`src/sv/bpa_pkg.sv`:
```
// ============================================================================
// bpa_pkg
// Shared types and constants of the bitmap page allocator: result codes,
// opcode values, bitmap word geometry and the controller/datapath bundles.
// ============================================================================
package bpa_pkg;

    // Address and register geometry
    localparam int ADDR_W  = 48;
    localparam int PDATA_W = 64;
    localparam int PADDR_W = 4;

    // Bitmap is held as rows of WORD_W used bits
    localparam int WORD_W = 32;
    localparam int BIT_W  = 5;

    // Register index, taken from paddr[3]
    localparam logic REG_POOL_BASE = 1'b0;

    // Request opcodes
    localparam logic OP_ALLOC = 1'b0;
    localparam logic OP_FREE  = 1'b1;

    // Result status codes
    typedef enum logic [1:0] {
        ST_OK      = 2'd0,
        ST_NOMEM   = 2'd1,
        ST_BADFREE = 2'd2
    } status_t;

    // Commands from the controller to the datapath
    typedef struct packed {
        logic    capture;
        logic    ram_rd;
        logic    row_inc;
        logic    check_load;
        logic    ram_wr;
        logic    res_load;
        status_t res_code;
        logic    out_load;
    } cmd_t;

    // Status from the datapath to the controller
    typedef struct packed {
        logic is_free;
        logic out_of_range;
        logic found;
        logic bit_set;
        logic last_row;
        logic out_full;
    } stat_t;

endpackage

```
`src/sv/bpa_ifs.sv`:
```
// ============================================================================
// bpa_ifs
// Request and response channels of the bitmap page allocator, each a
// valid/ready handshake with its payload.
// ============================================================================
interface bpa_req_if;
    logic        valid;
    logic        ready;
    logic        op;
    logic [47:0] free_addr;

    modport source (output valid, output op, output free_addr, input ready);
    modport sink   (input valid, input op, input free_addr, output ready);
endinterface

interface bpa_rsp_if;
    logic        valid;
    logic        ready;
    logic [47:0] page_addr;
    logic [1:0]  status;

    modport source (output valid, output page_addr, output status, input ready);
    modport sink   (input valid, input page_addr, input status, output ready);
endinterface

```
`src/sv/bpa_ram.sv`:
```
// ============================================================================
// bpa_ram
// Generic single write port, single read port RAM with registered read data.
// ============================================================================
module bpa_ram #(
    parameter int WIDTH = 32,
    parameter int DEPTH = 2
) (
    input  logic                                  clk,
    input  logic                                  we,
    input  logic [(DEPTH > 1 ? $clog2(DEPTH) : 1)-1:0] waddr,
    input  logic [WIDTH-1:0]                      wdata,
    input  logic                                  re,
    input  logic [(DEPTH > 1 ? $clog2(DEPTH) : 1)-1:0] raddr,
    output logic [WIDTH-1:0]                      rdata
);

    logic [WIDTH-1:0] mem [DEPTH];
    logic [WIDTH-1:0] rdata_reg;

    // Write port
    always_ff @(posedge clk)
    begin
        if (we)
        begin
            mem[waddr] <= wdata;
        end
    end

    // Registered read port
    always_ff @(posedge clk)
    begin
        if (re)
        begin
            rdata_reg <= mem[raddr];
        end
    end

    assign rdata = rdata_reg;

endmodule

```
`src/sv/bpa_dp.sv`:
```
// ============================================================================
// bpa_dp
// Datapath of the page allocator: request capture, bitmap RAM with per-row
// valid bits, free-bit search, page address arithmetic and result register.
// ============================================================================
module bpa_dp #(
    parameter int POOL_PAGES = 64,
    parameter int PAGE_SHIFT = 12
) (
    input  logic                       clk,
    input  logic                       rst_n,
    input  logic [bpa_pkg::ADDR_W-1:0] pool_base,
    input  logic                       req_op,
    input  logic [bpa_pkg::ADDR_W-1:0] req_free_addr,
    input  logic                       rsp_ready,
    output logic                       rsp_valid,
    output logic [bpa_pkg::ADDR_W-1:0] rsp_page_addr,
    output logic [1:0]                 rsp_status,
    input  bpa_pkg::cmd_t              cmd,
    output bpa_pkg::stat_t             stat
);

    localparam int ADDR_W    = bpa_pkg::ADDR_W;
    localparam int WORD_W    = bpa_pkg::WORD_W;
    localparam int BIT_W     = bpa_pkg::BIT_W;
    localparam int ROWS      = (POOL_PAGES + WORD_W - 1) / WORD_W;
    localparam int ROW_W     = (ROWS > 1) ? $clog2(ROWS) : 1;
    localparam int PIDX_W    = ROW_W + BIT_W;
    localparam int IDX_W     = ADDR_W - PAGE_SHIFT;
    localparam int LAST_BITS = POOL_PAGES - (ROWS - 1) * WORD_W;
    localparam logic [WORD_W-1:0] LAST_MASK = {WORD_W{1'b1}} >> (WORD_W - LAST_BITS);

    logic                  op_reg;
    logic [ADDR_W-1:0]     off_reg;
    logic [ROW_W-1:0]      row_reg;
    logic [BIT_W-1:0]      bit_reg;
    logic [WORD_W-1:0]     wr_word_reg;
    logic [ROWS-1:0]       row_valid_reg;
    logic [ADDR_W-1:0]     res_addr_reg;
    bpa_pkg::status_t      res_status_reg;
    logic                  out_valid_reg;
    logic [ADDR_W-1:0]     out_addr_reg;
    bpa_pkg::status_t      out_status_reg;

    logic [ADDR_W-1:0]     base_al;
    logic [PIDX_W-1:0]     off_pidx;
    logic [ROW_W-1:0]      off_row;
    logic [BIT_W-1:0]      off_bit;
    logic [ROW_W-1:0]      cur_row;
    logic [WORD_W-1:0]     rd_data;
    logic [WORD_W-1:0]     word;
    logic [WORD_W-1:0]     row_mask;
    logic [WORD_W-1:0]     avail;
    logic [BIT_W-1:0]      found_bit;
    logic [ADDR_W-1:0]     alloc_addr;

    // Page-aligned pool base
    assign base_al = {pool_base[ADDR_W-1:PAGE_SHIFT], {PAGE_SHIFT{1'b0}}};

    // Page index of the freed address, split into row and bit
    assign off_pidx = off_reg[PAGE_SHIFT +: PIDX_W];
    assign off_row  = off_pidx[PIDX_W-1:BIT_W];
    assign off_bit  = off_pidx[BIT_W-1:0];
    assign cur_row  = (op_reg == bpa_pkg::OP_FREE) ? off_row : row_reg;

    // Bitmap storage, one row per RAM word
    bpa_ram #(
        .WIDTH (WORD_W),
        .DEPTH (ROWS)
    ) u_bitmap (
        .clk   (clk),
        .we    (cmd.ram_wr),
        .waddr (cur_row),
        .wdata (wr_word_reg),
        .re    (cmd.ram_rd),
        .raddr (cur_row),
        .rdata (rd_data)
    );

    // A row never written reads as all pages free
    assign word     = row_valid_reg[cur_row] ? rd_data : '0;
    assign row_mask = (cur_row == ROW_W'(ROWS - 1)) ? LAST_MASK : '1;
    assign avail    = ~word & row_mask;

    // Lowest free page within the row
    always_comb
    begin
        found_bit = '0;
        for (int i = WORD_W - 1; i >= 0; i--)
        begin
            if (avail[i])
            begin
                found_bit = BIT_W'(i);
            end
        end
    end

    assign alloc_addr = base_al + (ADDR_W'({row_reg, bit_reg}) << PAGE_SHIFT);

    // Status towards the controller
    assign stat.is_free      = (op_reg == bpa_pkg::OP_FREE);
    assign stat.out_of_range = off_reg[ADDR_W-1:PAGE_SHIFT] >= IDX_W'(POOL_PAGES);
    assign stat.found        = |avail;
    assign stat.bit_set      = word[off_bit];
    assign stat.last_row     = (row_reg == ROW_W'(ROWS - 1));
    assign stat.out_full     = out_valid_reg && !rsp_ready;

    // Request capture, row scan and bitmap update word
    always_ff @(posedge clk)
    begin
        if (cmd.capture)
        begin
            op_reg  <= req_op;
            off_reg <= req_free_addr - base_al;
            row_reg <= '0;
        end
        else if (cmd.row_inc)
        begin
            row_reg <= row_reg + 1'b1;
        end

        if (cmd.check_load)
        begin
            if (op_reg == bpa_pkg::OP_FREE)
            begin
                bit_reg     <= off_bit;
                wr_word_reg <= word & ~(WORD_W'(1) << off_bit);
            end
            else
            begin
                bit_reg     <= found_bit;
                wr_word_reg <= word | (WORD_W'(1) << found_bit);
            end
        end

        if (cmd.res_load)
        begin
            res_status_reg <= cmd.res_code;
            if (cmd.res_code == bpa_pkg::ST_OK && op_reg == bpa_pkg::OP_ALLOC)
            begin
                res_addr_reg <= alloc_addr;
            end
            else
            begin
                res_addr_reg <= '0;
            end
        end

        if (cmd.out_load)
        begin
            out_addr_reg   <= res_addr_reg;
            out_status_reg <= res_status_reg;
        end
    end

    // Row valid bits: cleared at reset, set on first write of a row
    always_ff @(posedge clk or negedge rst_n)
    begin
        if (!rst_n)
        begin
            row_valid_reg <= '0;
        end
        else if (cmd.ram_wr)
        begin
            row_valid_reg[cur_row] <= 1'b1;
        end
    end

    // Output register valid: hold until taken
    always_ff @(posedge clk or negedge rst_n)
    begin
        if (!rst_n)
        begin
            out_valid_reg <= 1'b0;
        end
        else if (cmd.out_load)
        begin
            out_valid_reg <= 1'b1;
        end
        else if (rsp_ready)
        begin
            out_valid_reg <= 1'b0;
        end
    end

    assign rsp_valid     = out_valid_reg;
    assign rsp_page_addr = out_addr_reg;
    assign rsp_status    = out_status_reg;

    // Checks
    a_no_rd_wr_clash: assert property (@(posedge clk) disable iff (!rst_n)
        !(cmd.ram_rd && cmd.ram_wr))
        else $error("bitmap RAM read and write in the same cycle");

    a_nomem_addr_zero: assert property (@(posedge clk) disable iff (!rst_n)
        (out_valid_reg && out_status_reg != bpa_pkg::ST_OK) |-> (out_addr_reg == '0))
        else $error("failed request carries a non-zero page address");

    a_row_valid_after_wr: assert property (@(posedge clk) disable iff (!rst_n)
        cmd.ram_wr |=> row_valid_reg[$past(cur_row)])
        else $error("written bitmap row not marked valid");

endmodule

```
`src/sv/bpa_ctrl.sv`:
```
// ============================================================================
// bpa_ctrl
// Controller of the page allocator: sequences request capture, the bitmap
// row scan, the bitmap update and the hand-over to the output register.
// ============================================================================
module bpa_ctrl (
    input  logic           clk,
    input  logic           rst_n,
    input  logic           req_valid,
    output logic           req_ready,
    input  bpa_pkg::stat_t stat,
    output bpa_pkg::cmd_t  cmd
);

    typedef enum logic [4:0] {
        S_IDLE  = 5'b00001,
        S_READ  = 5'b00010,
        S_CHECK = 5'b00100,
        S_WRITE = 5'b01000,
        S_DONE  = 5'b10000
    } state_t;

    state_t state_reg;
    state_t state_next;

    // State register
    always_ff @(posedge clk or negedge rst_n)
    begin
        if (!rst_n)
        begin
            state_reg <= S_IDLE;
        end
        else
        begin
            state_reg <= state_next;
        end
    end

    // Next state and datapath commands
    always_comb
    begin
        state_next   = state_reg;
        cmd          = '0;
        cmd.res_code = bpa_pkg::ST_OK;
        unique case (state_reg)
            S_IDLE:
            begin
                if (req_valid)
                begin
                    cmd.capture = 1'b1;
                    state_next  = S_READ;
                end
            end
            S_READ:
            begin
                if (stat.is_free && stat.out_of_range)
                begin
                    cmd.res_load = 1'b1;
                    cmd.res_code = bpa_pkg::ST_BADFREE;
                    state_next   = S_DONE;
                end
                else
                begin
                    cmd.ram_rd = 1'b1;
                    state_next = S_CHECK;
                end
            end
            S_CHECK:
            begin
                cmd.check_load = 1'b1;
                if (stat.is_free)
                begin
                    if (stat.bit_set)
                    begin
                        state_next = S_WRITE;
                    end
                    else
                    begin
                        cmd.res_load = 1'b1;
                        cmd.res_code = bpa_pkg::ST_BADFREE;
                        state_next   = S_DONE;
                    end
                end
                else if (stat.found)
                begin
                    state_next = S_WRITE;
                end
                else if (stat.last_row)
                begin
                    cmd.res_load = 1'b1;
                    cmd.res_code = bpa_pkg::ST_NOMEM;
                    state_next   = S_DONE;
                end
                else
                begin
                    cmd.row_inc = 1'b1;
                    state_next  = S_READ;
                end
            end
            S_WRITE:
            begin
                cmd.ram_wr   = 1'b1;
                cmd.res_load = 1'b1;
                cmd.res_code = bpa_pkg::ST_OK;
                state_next   = S_DONE;
            end
            S_DONE:
            begin
                if (!stat.out_full)
                begin
                    cmd.out_load = 1'b1;
                    state_next   = S_IDLE;
                end
            end
            default:
            begin
                state_next = S_IDLE;
            end
        endcase
    end

    assign req_ready = (state_reg == S_IDLE);

    // Checks
    a_double_free_done: assert property (@(posedge clk) disable iff (!rst_n)
        (state_reg == S_CHECK && stat.is_free && !stat.bit_set) |=> (state_reg == S_DONE))
        else $error("free of an unused page did not end the request");

    a_no_overwrite: assert property (@(posedge clk) disable iff (!rst_n)
        cmd.out_load |-> !stat.out_full)
        else $error("result loaded over one not yet taken");

    a_write_then_done: assert property (@(posedge clk) disable iff (!rst_n)
        (state_reg == S_WRITE) |=> (state_reg == S_DONE))
        else $error("bitmap write not followed by result hand-over");

endmodule

```
`src/sv/bitmap_page_allocator.sv`:
```
// ============================================================================
// bitmap_page_allocator
// Page pool allocator with one used bit per page and lowest-free-first
// allocation; top level with the pool base register.
// ============================================================================
// Usage: a request on req carries op (0 allocate, 1 free) and free_addr.
// Each request gives one response on rsp: page_addr and status (0 ok,
// 1 no free page, 2 invalid free). pool_base is written over the APB port
// at byte address 0 while no request is in flight; its low PAGE_SHIFT bits
// are ignored.
// Timing: one request is handled at a time. The bitmap is read one row of
// 32 pages at a time (RAM read, then search), from row 0 until an allocate
// finds its page or the last row is searched and a full pool is reported.
// A free reads only its own row and writes it back only when the page is in
// use; a free outside the pool skips the RAM read. req is ready again
// the cycle after the result moves into the output register.
// Reset: all pages become free at once through per-row valid bits, and the
// pool base returns to 0; no clearing pass runs.
// Stall: the output register holds a response until rsp.ready; a finished
// request waits there while the next one is accepted and worked on, and
// that one's result waits until the register is free.
// ============================================================================
module bitmap_page_allocator #(
    parameter int POOL_PAGES = 64,
    parameter int PAGE_SHIFT = 12
) (
    input  logic                        clk,
    input  logic                        rst_n,
    bpa_req_if.sink                     req,
    bpa_rsp_if.source                   rsp,
    input  logic                        psel,
    input  logic                        penable,
    input  logic                        pwrite,
    input  logic [bpa_pkg::PADDR_W-1:0] paddr,
    input  logic [bpa_pkg::PDATA_W-1:0] pwdata,
    output logic [bpa_pkg::PDATA_W-1:0] prdata,
    output logic                        pready
);

    localparam int ADDR_W = bpa_pkg::ADDR_W;

    logic [ADDR_W-1:0] pool_base_reg;
    logic              cfg_wr;
    bpa_pkg::cmd_t     cmd;
    bpa_pkg::stat_t    stat;

    // Register write on the APB access phase
    assign pready = 1'b1;
    assign cfg_wr = psel && penable && pwrite && pready;

    always_ff @(posedge clk or negedge rst_n)
    begin
        if (!rst_n)
        begin
            pool_base_reg <= '0;
        end
        else if (cfg_wr && paddr[3] == bpa_pkg::REG_POOL_BASE)
        begin
            pool_base_reg <= pwdata[ADDR_W-1:0];
        end
    end

    // Register read-back
    assign prdata = (paddr[3] == bpa_pkg::REG_POOL_BASE)
                  ? {{(bpa_pkg::PDATA_W - ADDR_W){1'b0}}, pool_base_reg}
                  : '0;

    bpa_ctrl u_ctrl (
        .clk       (clk),
        .rst_n     (rst_n),
        .req_valid (req.valid),
        .req_ready (req.ready),
        .stat      (stat),
        .cmd       (cmd)
    );

    bpa_dp #(
        .POOL_PAGES (POOL_PAGES),
        .PAGE_SHIFT (PAGE_SHIFT)
    ) u_dp (
        .clk           (clk),
        .rst_n         (rst_n),
        .pool_base     (pool_base_reg),
        .req_op        (req.op),
        .req_free_addr (req.free_addr),
        .rsp_ready     (rsp.ready),
        .rsp_valid     (rsp.valid),
        .rsp_page_addr (rsp.page_addr),
        .rsp_status    (rsp.status),
        .cmd           (cmd),
        .stat          (stat)
    );

endmodule

```
`src/flat_wrapper.sv`:
```
// flat-port wrapper written by rule: the top's interface ports become plain ports
module bitmap_page_allocator_flat 
#(
    parameter int POOL_PAGES = 64,
    parameter int PAGE_SHIFT = 12
)
  (clk, rst_n, psel, penable, pwrite, paddr, pwdata, prdata, pready, req_valid, req_op, req_free_addr, req_ready, rsp_valid, rsp_page_addr, rsp_status, rsp_ready);
  bpa_req_if req_i ();
  bpa_rsp_if rsp_i ();
  input  logic clk;
  input  logic rst_n;
  input  logic psel;
  input  logic penable;
  input  logic pwrite;
  input  logic [bpa_pkg::PADDR_W-1:0] paddr;
  input  logic [bpa_pkg::PDATA_W-1:0] pwdata;
  output logic [bpa_pkg::PDATA_W-1:0] prdata;
  output logic pready;
  input wire logic [$bits(req_i.valid)-1:0] req_valid;
  input wire logic [$bits(req_i.op)-1:0] req_op;
  input wire logic [$bits(req_i.free_addr)-1:0] req_free_addr;
  output wire logic [$bits(req_i.ready)-1:0] req_ready;
  output wire logic [$bits(rsp_i.valid)-1:0] rsp_valid;
  output wire logic [$bits(rsp_i.page_addr)-1:0] rsp_page_addr;
  output wire logic [$bits(rsp_i.status)-1:0] rsp_status;
  input wire logic [$bits(rsp_i.ready)-1:0] rsp_ready;
  assign req_i.valid = req_valid;
  assign req_i.op = req_op;
  assign req_i.free_addr = req_free_addr;
  assign req_ready = req_i.ready;
  assign rsp_valid = rsp_i.valid;
  assign rsp_page_addr = rsp_i.page_addr;
  assign rsp_status = rsp_i.status;
  assign rsp_i.ready = rsp_ready;
  bitmap_page_allocator #(.POOL_PAGES(POOL_PAGES), .PAGE_SHIFT(PAGE_SHIFT)) u_core (.clk(clk), .rst_n(rst_n), .req(req_i), .rsp(rsp_i), .psel(psel), .penable(penable), .pwrite(pwrite), .paddr(paddr), .pwdata(pwdata), .prdata(prdata), .pready(pready));
endmodule
```
`config.mk`:
```
export PLATFORM = sky130hd
export DESIGN_NAME = bitmap_page_allocator_flat
export DESIGN_NICKNAME = d
export VERILOG_FILES = /design/src/sv/bpa_pkg.sv /design/src/sv/bpa_ifs.sv /design/src/sv/bpa_ram.sv /design/src/sv/bpa_dp.sv /design/src/sv/bpa_ctrl.sv /design/src/sv/bitmap_page_allocator.sv /design/src/flat_wrapper.sv
export SDC_FILE = /design/constraint.sdc
export NUM_CORES = 1
export LEC_CHECK = 0
export ABC_AREA = 1
export BUFFER_PORTS_ARGS = -buffer_cell sky130_fd_sc_hd__buf_2
export CORE_ASPECT_RATIO = 2
export CORE_MARGIN = 4
export CORE_UTILIZATION = 45
export DETAILED_ROUTE_END_ITERATION = 16
export HOLD_SLACK_MARGIN = 0.08
export PLACE_DENSITY = 0.69
export RECOVER_POWER = 100
export SLEW_MARGIN = 10
export SYNTH_ARGS = -nofsm -noshare
export SYNTH_HDL_FRONTEND = slang
export SYNTH_SLANG_ARGS = --single-unit
```
`constraint.sdc`:
```
create_clock -name clk -period 6.8 [get_ports clk]
set_input_delay 0.34 -clock clk [delete_from_list [all_inputs] [get_ports clk]]
set_output_delay 0.34 -clock clk [all_outputs]
set_load 0.01 [all_outputs]
```
After elaboration in Yosys (flattened, before gate mapping)
Memories as Yosys holds them, arrays and structs flattened. A register that Yosys moved wholly into a read port is not among the register bits.
Cells that the tools add are included.
- bitwise logic cells: 7
- add/subtract/negate cells: 3
- shifts and indexed selects: 2
- reduce and logical (&&, ||, !) cells: 12
- mux-type cells: 72
- $lt $le $gt $ge: 4
- equality and inequality tests: 7
- operator list (operator ; number):
    5-bit two-way mux ; 40
    32-bit two-way mux ; 2
    32-bit NOT ; 2
    1-bit by 5-bit left shift with 32-bit output, first input constant ; 2
    48-bit by 18-bit adder with 48-bit output ; 1
    48-bit two-way mux ; 1
    48-bit subtractor ; 1
    36-bit by 7-bit greater-or-equal comparator with 1-bit output, second input constant ; 1
    32-bit bitwise AND ; 1
    32-bit OR ; 1
    32-bit OR reduction ; 1
    5-bit case mux with 5 select lines ; 1
    1-bit two-way mux ; 19
    3-bit two-way mux ; 5
    3-bit case mux with 3 select lines ; 1
    1-bit logical AND ; 7
    5-bit by 6-bit < comparator with 1-bit output, second input constant ; 1
    1-bit binary-select mux with 5-bit select ; 1
    5-bit by 1-bit equality test with 1-bit output, second input constant ; 1
    5-bit by 2-bit equality test with 1-bit output, second input constant ; 1
    5-bit by 3-bit equality test with 1-bit output, second input constant ; 1
    5-bit by 4-bit equality test with 1-bit output, second input constant ; 1
    5-bit equality test, second input constant ; 1
    2-bit != test, second input constant ; 2
    11 further kinds ; 12
- bits in writable memories: 64
- memories: 1
- logic and storage cells: 121
- register bits after elaboration: 243
- input port bits: 124
- memories (name ; depth ; bits a word ; read ports ; clocked after memory_dff ; wr ports ; line ; RTL):
    u_core.u_dp.u_bitmap.mem ; 2 ; 32 ; 1 ; 1 ; 1 ; bpa_ram.sv:18 ; logic [WIDTH-1:0] mem [DEPTH];

Depth between registers and ports, before layout
- depth in word-level cells: 40
- depth in mapped cells: 36
- mapped depth without buffers: 36

Hierarchy
Synthesis repeated with hierarchy kept, for this count alone.
- cells, all modules: 1555
- area, all modules: 15163.3 sq um
- by module, submodules not included (module ; area each (sq um) ; instances ; seq. area each (sq um) ; cells an instance):
    bpa_dp ; 8936.1 ; 1 ; 4599.4 ; 959
    bpa_ram ; 3389.5 ; 1 ; 2882.8 ; 204
    bitmap_page_allocator ; 2428.6 ; 1 ; 1201.2 ; 332
    bpa_ctrl ; 409.1 ; 1 ; 126.4 ; 60

Least setup slack after synthesis
OpenSTA, ideal clock, no wires.
- kind: reg-to-reg
- from: register u_core.u_ctrl.state_reg[0]
- to: register u_core.u_dp.res_addr_reg[12], enable pin
- slack: 0.401 ns
- arrival: 6.003 ns
- setup time: 0.396 ns
- cell stages (with the launch flop): 8
- cell sequence: dfstp_2 > nor2_1 > inv_1 > nor4_1 > inv_1 > nor3_1 > nor2_1 > nand2_1
- RTL lines (element ; line ; RTL):
    from (decl) ; bpa_ctrl.sv:23 ; state_t state_reg;
    from (signal assigned) ; bpa_ctrl.sv:35 ; state_reg <= state_next;
    to (signal assigned) ; bpa_dp.sv:141 ; res_addr_reg <= alloc_addr;
    to (decl) ; bpa_dp.sv:39 ; logic [ADDR_W-1:0] res_addr_reg;

Final worst setup path
- from: register u_core.u_dp.op_reg
- to: register u_core.u_dp.res_addr_reg[39] (data pin)
- longest elaborated chain between the ends: 11
- elaborated cells on any way between the ends: 17
- classes of those cells: mux (11); bitwise (2); reduce/logical (4)
- RTL lines (element ; line ; RTL):
    from (decl) ; bpa_dp.sv:33 ; logic op_reg;
    from (signal assigned) ; bpa_dp.sv:113 ; op_reg <= req_op;
    1-bit two-way mux ; bpa_dp.sv:64 ; assign cur_row = (op_reg == bpa_pkg::OP_FREE) ? off_row : row_reg;
    1-bit two-way mux (not written as such) (2 in series) ; bpa_dp.sv:81 ; assign word = row_valid_reg[cur_row] ? rd_data : '0;
    32-bit two-way mux ; bpa_dp.sv:81 ;
    1-bit binary-select mux with 5-bit select / 32-bit NOT (equally long branches) ; bpa_dp.sv:104, bpa_dp.sv:83 ;
    1-bit two-way mux (not written as such) / 32-bit OR reduction (equally long branches) ; bpa_dp.sv:104, bpa_dp.sv:103 ;
    3-bit two-way mux, on equally long branches ; bpa_ctrl.sv:73, bpa_ctrl.sv:84 ;
    3-bit two-way mux ; bpa_ctrl.sv:71 ; if (stat.is_free)
    3-bit case mux with 3 select lines ; bpa_ctrl.sv:45 ; unique case (state_reg)
    2-bit zero test ; bpa_dp.sv:139 ; if (cmd.res_code == bpa_pkg::ST_OK && op_reg == bpa_pkg::OP_ALLOC)
    1-bit logical AND * ; bpa_dp.sv:139 ;
Every way passes the cells marked *; elsewhere a longest branch is shown, timed or not. The select of a mux whose other input is x is not followed.
A chain may end at the register's enable or synchronous reset.

==> impl_summary.txt <==
----------------------------------------------------
[Global routing]
  Maximum number of pins on one net before global-route repair ... 76
  Wire length of the first global-routing pass ... 67,500 µm
  Antenna violations before repair ... 3
  Overall track demand over capacity in global routing ... 25.0%
  Via count of the first global-routing pass ... 11,800
  GRT Residual Overflow ... 0

[Synth]
  Number of synthesized register bits ... 303
  Primary FF master, synth ... sky130_fd_sc_hd__edfxtp_1
  EDFF count, synth ... 246
  Share of the yosys chip area belonging to registers ... 60.0%
  Synth top area cells ... sky130_fd_sc_hd__edfxtp_1 50%, sky130_fd_sc_hd__dfrtp_1 9.4%, sky130_fd_sc_hd__nand2_1 6.7%
  Average size of a mapped cell ... 10.1 µm²
  Synth top area share ... 50.3%
  Most area-hungry cell type in the Yosys netlist ... sky130_fd_sc_hd__edfxtp_1
  Most instantiated cells after synthesis ... 263 x sky130_fd_sc_hd__nand2_1, 246 x sky130_fd_sc_hd__edfxtp_1, 206 x sky130_fd_sc_hd__nor2_1
  Share of async-settable or async-resettable flops after synthesis ... 18.5%
  Cell variety after synth ... 49
  Post-Syn Area ... 14,700 µm²
  Synthesized instance count ... 1,461
  Count leader, synth ... sky130_fd_sc_hd__nand2_1
  Syn. warnings ... 0

[Clock tree]
  Master cell of the clock root buffer ... sky130_fd_sc_hd__clkbuf_16
  Htree depth ... 1
  Clock tree from TritonCTS ... yes
  Number of clock sinks ... 303
  Clock transition time at the flip-flop clock pins of the worst setup and hold paths ... 0.07 ns
  Number of buffers inserted during clock tree synthesis ... 28
  Later-pin clock latency in the skew report ... 0.58 ns
  Maximum clock insertion buffer count ... 3
  Count of instances resized after the clock tree is built ... 0
  Post-CTS Setup Repair Bufs ... 0

[Timing]
  Final hold vios ... 0
  Final number of setup-violating endpoints ... 0
  Pin slew with the least headroom to its limit ... 3.19 ns
  Setup TNS ... 0 ns
  Slew margin rel. ... -113%
  Worst path setup slack after routing ... 1.20 ns
  Setup repair after global routing missed its margin ... false
  Worst Skew ... 0.0368 ns
  Final period util ... 82.4%
  Final number of max-transition violations ... 401
  Achievable Freq ... 179 MHz
  Time the worst path needs with I/O delays and setup ... 5.60 ns

[Die]
  Horiz. Die Dim ... 136 µm
  Effective utilization at floorplan ... 45.6%
  Die Y ... 264 µm
  Area enclosed by the die boundary ... 35,800 µm²
  Number of cell rows ... 93
  Top-Level Pins ... 241
  Core Footprint ... 32,200 µm²

[Placed design]
  Worst slack after detailed placement ... 1.67 ns
  Instance area after placement ... 16,000 µm²
  HPWL after DPL ... 33,700 µm
  Buffers added on ports ... 180
  Placer Congestion ... 1.00

[Job]
  Count of max-cap constraint violations ... 9

[Critical path]
  Worst R2R End ... u_core.u_dp.res_addr_reg[39]$_SDFFCE_PN0P_
  Crit path DAT ... 6.06 ns
  Nature of the critical path startpoint ... flip-flop
  Data required time of the worst path ... 7.26 ns
  Path depth of the worst reg2reg path ... 18
  Worst Setup EP ... u_core.u_dp.res_addr_reg[39]$_SDFFCE_PN0P_
  Crit. Startpoint ... u_core.u_dp.op_reg$_DFFE_PP_
  Startpoint of the most critical register-to-register path ... u_core.u_dp.op_reg$_DFFE_PP_
  Crit end category ... flip-flop
  Reg2reg setup slack ... 1.20 ns
  Critical path fanouts, max ... 35
  Critical path class ... flip-flop to flip-flop

[Cells and area]
  Final Cell Area ... 17,200 µm²
  Number of flip-flops under the largest register name ... 64
  Area Overhead vs Synth ... 17.4%
  Proportion of layout cells with a drive suffix above 1 ... 10.7%
  Net count of the finished layout ... 1,859

[Drt]
  DRC violations left ... 0
  WL per Instance ... 20.9 µm
  Number of vias in the routed layout ... 11,400
  Wire length reported by the detailed router ... 44,900 µm
  Post-DRT Antenna Nets ... 0
  Length of the first detailed-routing pass in iterations ... 7
  Count of routing violations after the opening detailed-route iteration ... 744
  Via-to-Cell Ratio ... 5.30

[Power]
  PD cells ... 318 nW/µm²
  Max VDD drop ... 0.000218 V
  Leakage component of the power ... 7.00 nW

[Run status]
  Violations in the final reports ... capacitance limit, slew limit
  Run status ... complete, but fails checks

[Worst hold path]
  Path category of the worst min-delay check ... input port to flip-flop

----------------------------------------------------
-- layout by cell type, fill, tap and decap left out, types with 9 or more instances in the layout --
| cell | netlist | final |
|---|---|---|
| sky130_fd_sc_hd__xnor2_1 | 16 | 16 |
| sky130_fd_sc_hd__nand4_1 | 21 | 21 |
| sky130_fd_sc_hd__edfxtp_1 | 246 | 246 |
| sky130_fd_sc_hd__nor2_1 | 206 | 205 |
| sky130_fd_sc_hd__a21oi_1 | 125 | 125 |
| sky130_fd_sc_hd__nand3_1 | 53 | 53 |
| sky130_fd_sc_hd__ha_1 | 41 | 41 |
| sky130_fd_sc_hd__buf_2 | 3 | 91 |
| sky130_fd_sc_hd__clkbuf_16 | 0 | 28 |
| sky130_fd_sc_hd__conb_1 | 2 | 29 |
| sky130_fd_sc_hd__nor4_1 | 19 | 18 |
| sky130_fd_sc_hd__dlygate4sd3_1 | 0 | 52 |
| sky130_fd_sc_hd__xor2_1 | 29 | 29 |
| sky130_fd_sc_hd__clkbuf_1 | 31 | 102 |
| sky130_fd_sc_hd__dfrtp_1 | 55 | 55 |
| sky130_fd_sc_hd__o22ai_1 | 9 | 9 |
| sky130_fd_sc_hd__nor3_1 | 17 | 17 |
| sky130_fd_sc_hd__nand2_1 | 263 | 264 |
| sky130_fd_sc_hd__inv_1 | 135 | 136 |
| sky130_fd_sc_hd__o21ai_0 | 40 | 63 |
-- worst max-delay path: stages (launching register included) --
cell,delay [ns]
sky130_fd_sc_hd__edfxtp_1,0.58
sky130_fd_sc_hd__inv_2,0.22
sky130_fd_sc_hd__nand2_1,0.09
sky130_fd_sc_hd__nand2_1,1.05
sky130_fd_sc_hd__nand2_1,0.15
sky130_fd_sc_hd__nand2_2,0.40
sky130_fd_sc_hd__inv_2,0.25
sky130_fd_sc_hd__nand2_1,0.23
sky130_fd_sc_hd__inv_1,0.10
sky130_fd_sc_hd__nand2_1,0.13
sky130_fd_sc_hd__nor3_1,0.08
sky130_fd_sc_hd__nand2_1,0.24
sky130_fd_sc_hd__nor2_1,0.10
sky130_fd_sc_hd__nand2_1,0.13
sky130_fd_sc_hd__nor3_1,0.08
sky130_fd_sc_hd__nor2_1,0.79
sky130_fd_sc_hd__inv_2,0.43
sky130_fd_sc_hd__a21oi_1,0.24
sky130_fd_sc_hd__o21a_1,0.14
-- per-layer routing --
layer	GRT usage [%]	wire length, µm	up-vias
li1	-	-	5404
met1	23.4	13800	5332
met2	47.6	24800	465
met3	3.40	2240	147
met4	18.5	4070	2
met5	0	12	-
-- worst min-delay path by stage --
stage | from | cells after the start | slack [ns] | to
floorplan | rst_n | 0 | 0.04 | u_core.pool_base_reg[0]$_DFFE_PN0P_
global placement | u_core.u_dp.res_addr_reg[45]$_SDFFCE_PN0P_ | 0 | 0.40 | u_core.u_dp.rsp_page_addr[45]$_DFFE_PP_
detailed placement | u_core.u_dp.res_addr_reg[47]$_SDFFCE_PN0P_ | 0 | 0.40 | u_core.u_dp.rsp_page_addr[47]$_DFFE_PP_
CTS | req_free_addr[12] | 4 | 0.24 | u_core.u_dp.off_reg[12]$_DFFE_PP_
global route | req_free_addr[12] | 4 | 0.27 | u_core.u_dp.off_reg[12]$_DFFE_PP_
finish | req_free_addr[12] | 4 | 0.27 | u_core.u_dp.off_reg[12]$_DFFE_PP_
-- report_power, final --
group          switching, mW  internal [mW]  total (mW)
sequential             0.132           2.35        2.48
clock                  0.709          0.893        1.60
combinational          0.986          0.413        1.40
total                   1.83           3.65        5.48
-- through the flow --
| step | hold WS (ns) | cells | utilization [%] | total power, mW |
|---|---|---|---|---|
| floorplan | 0.0444 | 1488 | - | 3.39 |
| global placement | 0.402 | 2037 | 49.5 | 3.87 |
| detailed placement | 0.405 | 2037 | 49.5 | 3.90 |
| CTS | 0.244 | 2141 | 54.0 | 5.52 |
| global route | 0.269 | 2141 | 53.5 | 5.75 |
| finish | 0.272 | 2142 | 53.5 | 5.48 |
-- layout make-up --
type,count,area (µm²)
sequential,303,8810
inverter,146,548
fill,2940,15000
multi-input combinational,972,5070
tap,427,534
antenna,1,2.50
clock inverter,18,201
timing repair buffer,241,1350
clock buffer,34,733
-- logic make-up after synthesis --
logic type | count (synthesis) | share of synthesized area [%]
fa+ha+maj | 43 | 3.76
compound gates | 240 | 9.02
buf+inv | 213 | 6.23
xor+xnor | 45 | 2.68
flops | 303 | 60.0
simple gates | 615 | 18.3
other cells | 2 | 0.0511
-- timing repair --
action,in CTS,in global routing
hold buffers,52,0
endpoints found under the hold margin,106,0
setup endpoints to repair,0,0
Power figures use the tool's default switching activity.
